[config.mk]
export PLATFORM = sky130hd
export DESIGN_NAME = compacting_value_list_core
export DESIGN_NICKNAME = d
export VERILOG_FILES = /design/src/rtl/cvl_pkg.sv /design/src/rtl/cvl_cell.sv /design/src/rtl/compacting_value_list_core.sv
export SDC_FILE = /design/constraint.sdc
export NUM_CORES = 2
export LEC_CHECK = 0
export ABC_CLOCK_PERIOD_IN_PS = 9400
export BUFFER_PORTS_ARGS = -buffer_cell sky130_fd_sc_hd__buf_2
export CAP_MARGIN = 20
export CORE_ASPECT_RATIO = 0.8
export CORE_MARGIN = 3
export CORE_UTILIZATION = 65
export CTS_CLUSTER_DIAMETER = 40
export DETAILED_ROUTE_END_ITERATION = 10
export GPL_ROUTABILITY_DRIVEN = 1
export PLACE_DENSITY = 0.82
export SLEW_MARGIN = 20
export SYNTH_ARGS = -nofsm -noshare
export SYNTH_HDL_FRONTEND = slang
export SYNTH_HIERARCHICAL = 1
export SYNTH_SLANG_ARGS = --single-unit
[constraint.sdc]
create_clock -name clk -period 9.4 [get_ports clk]
set_input_delay 1.41 -clock clk [delete_from_list [all_inputs] [get_ports clk]]
set_output_delay 1.41 -clock clk [all_outputs]
set_load 0.01 [all_outputs]
[src/rtl/cvl_pkg.sv]
package cvl_pkg;

	localparam int DEPTH      = 64;
	localparam int VALUE_BITS = 24;
	localparam int IDX_BITS   = $clog2(DEPTH);
	localparam int CNT_BITS   = $clog2(DEPTH + 1);

	typedef enum logic [2:0] {
		ACT_FIND   = 3'd0,
		ACT_APPEND = 3'd1,
		ACT_REMOVE = 3'd2,
		ACT_READ   = 3'd3,
		ACT_CLEAR  = 3'd4
	} action_t;

	typedef enum logic [1:0] {
		ST_DONE = 2'd0,
		ST_MISS = 2'd1,
		ST_FULL = 2'd2
	} status_t;

	typedef struct packed {
		logic cmp_en;
		logic append_en;
		logic shift_en;
	} cell_ctl_t;

endpackage

[src/rtl/cvl_cell.sv]
module cvl_cell import cvl_pkg::*; (
	input  logic                  clk,
	input  cell_ctl_t             ctl,
	input  logic                  valid,
	input  logic [VALUE_BITS-1:0] value,
	input  logic [VALUE_BITS-1:0] next_entry,
	output logic [VALUE_BITS-1:0] entry,
	output logic                  match
);

	logic [VALUE_BITS-1:0] entry_q;
	logic                  match_q;

	always_ff @(posedge clk) begin
		if (ctl.append_en) begin
			entry_q <= value;
		end else if (ctl.shift_en) begin
			entry_q <= next_entry;
		end
		if (ctl.cmp_en) begin
			match_q <= valid && (entry_q == value);
		end
	end

	assign entry = entry_q;
	assign match = match_q;

endmodule

[src/rtl/compacting_value_list_core.sv]
// channel | direction | tdata fields (lowest bit up)
// s_axis  | in        | action[2:0] value_in[26:3] position_in[32:27], zeros to bit 39
// m_axis  | out       | status[1:0] position_out[7:2] value_out[31:8] count[38:32], zeros to 39
//
// On the input transfer every cell compares its entry and registers a hit. In the
// EXEC state the first hit is encoded, the result is registered and the cells append,
// shift down or hold.
// A held result stalls the EXEC state until the output transfer frees the register.
// Reset empties the list; entries are not cleared.
module compacting_value_list_core import cvl_pkg::*; (
	input  logic        clk,
	input  logic        arst_n,
	input  logic        s_tvalid,
	output logic        s_tready,
	input  logic [39:0] s_tdata,   // action, value_in, position_in
	output logic        m_tvalid,
	input  logic        m_tready,
	output logic [39:0] m_tdata    // status, position_out, value_out, count
);

	typedef enum logic {IDLE, EXEC} state_t;

	state_t                state_q;
	logic [CNT_BITS-1:0]   held_q;
	logic [2:0]            act_q;
	logic [VALUE_BITS-1:0] value_q;
	logic [IDX_BITS-1:0]   pos_q;

	logic [VALUE_BITS-1:0] entry [DEPTH];
	logic [DEPTH-1:0]      match;
	logic [DEPTH-1:0]      prefix;
	logic [DEPTH-1:0]      valid;
	logic [VALUE_BITS-1:0] bus_value;
	logic                  in_xfer;
	logic                  fire;
	logic                  hit;
	logic [IDX_BITS-1:0]   hit_pos;
	logic                  full;

	status_t               res_status;
	logic [IDX_BITS-1:0]   res_pos;
	logic [VALUE_BITS-1:0] res_value;
	logic [CNT_BITS-1:0]   res_held;
	logic                  do_append;
	logic                  do_remove;

	assign s_tready  = (state_q == IDLE);
	assign in_xfer   = s_tvalid && s_tready;
	assign fire      = (state_q == EXEC) && (!m_tvalid || m_tready);
	assign bus_value = (state_q == IDLE) ? s_tdata[26:3] : value_q;
	assign full      = (held_q == CNT_BITS'(DEPTH));

	for (genvar g = 0; g < DEPTH; g++) begin : g_cell
		cell_ctl_t             ctl;
		logic [VALUE_BITS-1:0] nxt;

		assign valid[g]      = (CNT_BITS'(g) < held_q);
		assign ctl.cmp_en    = in_xfer;
		assign ctl.append_en = do_append && (held_q == CNT_BITS'(g));
		assign ctl.shift_en  = do_remove && prefix[g];

		if (g == DEPTH - 1) begin : g_last
			assign nxt = entry[g];
		end else begin : g_mid
			assign nxt = entry[g+1];
		end

		cvl_cell u_cell (
			.clk        (clk),
			.ctl        (ctl),
			.valid      (valid[g]),
			.value      (bus_value),
			.next_entry (nxt),
			.entry      (entry[g]),
			.match      (match[g])
		);
	end

	always_comb begin
		logic acc;
		acc     = 1'b0;
		hit     = 1'b0;
		hit_pos = '0;
		for (int i = DEPTH - 1; i >= 0; i--) begin
			if (match[i]) begin
				hit     = 1'b1;
				hit_pos = IDX_BITS'(i);
			end
		end
		for (int i = 0; i < DEPTH; i++) begin
			acc       = acc | match[i];
			prefix[i] = acc;
		end
	end

	always_comb begin
		res_status = ST_DONE;
		res_pos    = '0;
		res_value  = '0;
		res_held   = held_q;
		do_append  = 1'b0;
		do_remove  = 1'b0;
		unique case (act_q)
			ACT_FIND: begin
				if (hit) begin
					res_pos = hit_pos;
				end else begin
					res_status = ST_MISS;
				end
			end
			ACT_APPEND: begin
				if (full) begin
					res_status = ST_FULL;
				end else begin
					do_append = fire;
					res_held  = held_q + CNT_BITS'(1);
				end
			end
			ACT_REMOVE: begin
				if (hit) begin
					res_pos   = hit_pos;
					do_remove = fire;
					res_held  = held_q - CNT_BITS'(1);
				end else begin
					res_status = ST_MISS;
				end
			end
			ACT_READ: begin
				if (valid[pos_q]) begin
					res_value = entry[pos_q];
				end else begin
					res_status = ST_MISS;
				end
			end
			ACT_CLEAR: begin
				res_held = '0;
			end
			default: begin
				res_status = ST_MISS;
			end
		endcase
	end

	always_ff @(posedge clk or negedge arst_n) begin
		if (!arst_n) begin
			state_q  <= IDLE;
			held_q   <= '0;
			m_tvalid <= 1'b0;
			m_tdata  <= '0;
			act_q    <= '0;
			value_q  <= '0;
			pos_q    <= '0;
		end else begin
			if (fire) begin
				m_tvalid <= 1'b1;
			end else if (m_tvalid && m_tready) begin
				m_tvalid <= 1'b0;
			end
			unique case (state_q)
				IDLE: begin
					if (in_xfer) begin
						act_q   <= s_tdata[2:0];
						value_q <= s_tdata[26:3];
						pos_q   <= s_tdata[32:27];
						state_q <= EXEC;
					end
				end
				EXEC: begin
					if (fire) begin
						held_q   <= res_held;
						m_tdata  <= {1'b0, res_held, res_value, res_pos, res_status};
						state_q  <= IDLE;
					end
				end
				default: begin
					state_q <= IDLE;
				end
			endcase
		end
	end

	a_held_bound: assert property (@(posedge clk) disable iff (!arst_n)
		held_q <= CNT_BITS'(DEPTH))
		else $error("count beyond capacity");

	a_accept_exec: assert property (@(posedge clk) disable iff (!arst_n)
		in_xfer |=> (state_q == EXEC))
		else $error("input transfer did not start execution");

	a_full_count: assert property (@(posedge clk) disable iff (!arst_n)
		(m_tvalid && (m_tdata[1:0] == ST_FULL)) |-> (m_tdata[38:32] == CNT_BITS'(DEPTH)))
		else $error("full reported below capacity");

	a_fire_result: assert property (@(posedge clk) disable iff (!arst_n)
		fire |=> (m_tvalid && (state_q == IDLE)))
		else $error("result not registered after execution");

endmodule

==> metrics.md <==
| Metric | Value |
|---|---|
| R2R cell count | `10` |
| Final slew viol count | `0` |
| Die height | `361 µm` |
| Vias in the first global route | `64,356` |
| Post-DRT Antenna Nets | `0` |
| Latest clock arrival within the worst-skew pair | `between 800 and 900 ps` |
| Setup Viol. Count Final | `0` |
| Leak Pwr | `0.0342 µW` |
| Achievable Freq | `around 180 MHz` |
| Worst Hold Margin | `477 ps` |
| R2r startpoint | `g_cell[62].u_cell/match$_DFFE_PP_` |
| Global Route met3 Usage | `under 10%` |
| Chip Width | `449 µm` |
| Port bufs | `77` |
| CP bufs+invs | `2` |
| Worst setup SP type | `flip-flop` |
| Clock skew | `around 33 ps` |
| DR DRC count | `0` |
| Global Route met2 Usage | `approximately 56%` |
| Met1 usage | `53.8%` |
| Area grow syn2layout | `9.63%` |
| CP most frequent cell | `and4_1` |
| Synth Flop Type | `edfxtp_1` |
| Total GRT Usage | `37.8%` |
| Share of layout cells above drive strength 1 | `39.1%` |
| First-pass GRT wire length | `~450,000 µm` |
| Die area | `162,000 µm²` |
| CTS tree | `built` |
| Cts bufs inserted | `approximately 200` |
| Synth top area cells | `edfxtp_1, mux2_2, mux4_2, xor2_1, xnor2_1` |
| EDFF count, synth | `1,600` |
| Crit-path leading delay family | `simple AND/OR/NAND/NOR gates` |
| Setup CP Type | `reg -> reg` |
| Initial antenna violation count | `26` |
| Fin nets | `7,152` |
| Worst r2r dst | `g_cell[0].u_cell/entry[7]$_DFFE_PP_` |
| Clock period minus worst slack | `between 5000 and 6000 ps` |
| Rows | `129` |
| GPL Wtd Cong | `1.08` |
| Fin crit share | `58.5%` |
| Post-CTS Setup Inserts | `0` |
| Measured slew at the worst slew-check pin | `1210 ps` |
| WP data required | `9900 ps` |
| Power Total | `23,900 µW` |
| Register bit total from synthesis | `1,674` |
| Syn Nets | `7,115` |
| Crit. End Element | `flip-flop` |
| CP cell instances | `nor4_1 > and4_1 > nor2b_1 > and4_1 > nor2_1 > nand2_2 > buf_4 > inv_1 > and2_1 > or2_2` |
| Global route overflow | `0` |
| WP data arrival | `~6000 ps` |
| 1st-iter DRT viols | `9,906` |
| Power Density | `213 nW/µm²` |
| Mapped Avg Cell Area | `about 14 µm²` |
| IO Count | `86` |
| Fillers | `9,973` |
| RSZ-0062 raised after global routing | `false` |
| Fin. Hold Viols | `0` |
| Pin count of the biggest net entering global routing | `~120` |
| Vias per cell | `7.06` |
| Yosys warning count | `6` |
| Routed WL | `310,000 µm` |
| PostCTS Resize Cnt | `0` |
| Hold path start | `m_tdata[27]$_DFFE_PN0P_` |
| Critical Path Start | `g_cell[62].u_cell/match$_DFFE_PP_` |
| Seq/Total Area, Yosys | `48.8%` |
| Synth Instances | `7,065` |
| Yosys top cell by area | `edfxtp_1` |
| Crit-path max FO | `36` |
| Total negative setup slack | `0 ps` |
| Asr flop ratio synth | `roughly 4.4%` |
| Clk sinks | `approximately 1,700` |
| Max-slew headroom | `18.2%` |
| Hold Path Cell Cnt | `2` |
| TritonRoute pass-1 iters | `8` |
| Status | `finished clean` |
| Synth top area share | `47.0%` |
| Worst vdd ir | `around 0.23 mV` |
| Placeable Area | `155,000 µm²` |
| MaxCap Viol Count | `0` |
| CTS max path bufs | `3` |
| Worst path max stage delay | `700 ps` |
| GR peak layer | `met2` |
| Hold Path Class | `reg -> reg` |
| Hold Crit Endpoint | `m_tdata[27]$_DFFE_PN0P_` |
| CTS Root Cell | `clkbuf_16` |
| Effective utilization at floorplan | `approximately two thirds` |
| R2R setup slack | `3900 ps` |
| Post-CTS Hold Fix Bufs | `0` |
| Fin util | `72.1%` |
| Synth unique cells | `approximately 70` |
| Critical path's slowest cell | `nor4_1` |
| Clk slew on worst S/H paths | `60 ps` |
| Synthesized area | `around 100,000 µm²` |
| H-tree depth | `4` |
| Hpwl dp | `216,000 µm` |
| Per-cell routed wire length | `33.1 µm` |
| Vias | `66,267` |
## final cells by class
class | instances | area [µm²] | share of cell area, %
Multi-Input combinational cell | 4986 | 51100 | 45.6
Sequential cell | 1674 | 49900 | 44.5
Clock buffer | 234 | 5320 | 4.75
Tap cell | 2096 | 2620 | 2.34
Clock inverter | 145 | 1610 | 1.43
Timing Repair Buffer | 201 | 1380 | 1.23
Inverter | 38 | 149 | 0.133
Antenna cell | 10 | 25.0 | 0.0223
## report_power, final
group	switching (µW)	internal, µW
combinational	4420	2350
sequential	395	8530
clock	3360	4810
## state kept, by name, indices dropped and copies added, names as in the netlist, named ones only
signal / cells
value_q: 24
m_tdata: 32
act_q: 3
g_cell.u_cell/entry: 1536
pos_q: 6
state_q: 1
m_tvalid: 1
g_cell.u_cell/match: 64
## cells by family after synthesis
group	count (synthesis)	synth area share [%]
AO/OA/AOI/OAI	250	1.50
XOR/XNOR	1538	13.2
adder cells (fa/ha/maj)	8	0.0930
other	1	0.00367
AND/OR/NAND/NOR	1067	5.99
flip-flops	1674	48.8
buffers and inverters	405	1.84
multiplexers	2122	28.6
## worst reg2reg max path, cell delays in order (launching register included)
cell,delay (ps)
edfxtp_1,430
nor4_1,700
and4_1,600
nor2b_1,320
and4_1,480
nor2_1,210
nand2_2,520
buf_4,580
inv_1,460
and2_1,280
or2_2,540
## metal layers
layer	vias to the layer above	wire length [µm]
met4	10	16300
li1	27476	-
met5	-	183
met3	639	37400
met2	4229	137000
met1	33913	120000
## synth_stat cells, types with 3 or more instances
cell / n
a211oi_1: 6
a21o_1: 3
a21oi_1: 91
a22oi_1: 3
a311oi_1: 3
a31oi_1: 10
a32o_1: 3
and2_1: 7
and3_1: 3
buf_1: 36
buf_2: 250
buf_4: 8
clkbuf_1: 70
dfrtp_1: 74
edfxtp_1: 1600
ha_1: 6
inv_1: 35
mux2_2: 1617
mux2i_1: 25
mux4_2: 480
nand2_1: 107
nand2b_1: 10
nand3_1: 138
nand4_1: 133
nand4b_1: 4
nor2_1: 183
nor2b_1: 7
nor3_1: 103
nor4_1: 217
nor4_2: 65
nor4b_1: 3
o2111ai_1: 3
o211ai_1: 9
o21a_1: 3
o21ai_0: 54
o21bai_1: 3
o22ai_1: 4
o31ai_1: 32
o41ai_1: 5
or2_2: 65
or4_1: 8
xnor2_1: 578
xor2_1: 960
## cell usage in the layout, fill, tap and decap left out, types with 25 or more instances in the layout
| master | synthesis | layout |
|---|---|---|
| xnor2_1 | 578 | 578 |
| nand2_1 | 107 | 105 |
| nor4_2 | 65 | 66 |
| buf_4 | 8 | 120 |
| inv_6 | 0 | 28 |
| mux2_2 | 1617 | 1593 |
| xor2_1 | 960 | 960 |
| bufinv_16 | 0 | 26 |
| o31ai_1 | 32 | 32 |
| a21oi_1 | 91 | 91 |
| nor4_1 | 217 | 216 |
| nor2_2 | 1 | 40 |
| nand4_1 | 133 | 133 |
| nor2_1 | 183 | 136 |
| or2_2 | 65 | 65 |
| dfrtp_1 | 74 | 68 |
| clkinv_2 | 0 | 30 |
| nor3_1 | 103 | 88 |
| nand3_1 | 138 | 138 |
| buf_2 | 250 | 76 |
| mux2i_1 | 25 | 25 |
| mux4_2 | 480 | 480 |
| inv_1 | 35 | 34 |
| o21ai_0 | 54 | 52 |
| edfxtp_1 | 1600 | 1600 |
| clkbuf_16 | 0 | 207 |
## through the flow
step	instances	worst slack, ps	cell area, µm²
2_1_floorplan	7065	5510	102000
3_3_place_gp	8995	4290	105000
3_5_place_dp	8995	4200	105000
4_1_cts	9374	4190	112000
5_1_grt	9374	3800	112000
6_report	9384	3900	112000
## worst max path at each step
| stage | endpoint | slack [ps] | cells after the start |
|---|---|---|---|
| 2_1_floorplan | g_cell[49].u_cell/match$_DFFE_PP_ | 5510 | 5 |
| 3_3_place_gp | g_cell[0].u_cell/entry[7]$_DFFE_PP_ | 4290 | 10 |
| 3_5_place_dp | g_cell[0].u_cell/entry[7]$_DFFE_PP_ | 4200 | 10 |
| 4_1_cts | g_cell[0].u_cell/entry[0]$_DFFE_PP_ | 4190 | 10 |
| 5_1_grt | g_cell[0].u_cell/entry[20]$_DFFE_PP_ | 3800 | 10 |
| 6_report | g_cell[0].u_cell/entry[7]$_DFFE_PP_ | 3900 | 10 |
Note: power is estimated with default switching activity, not from simulation.
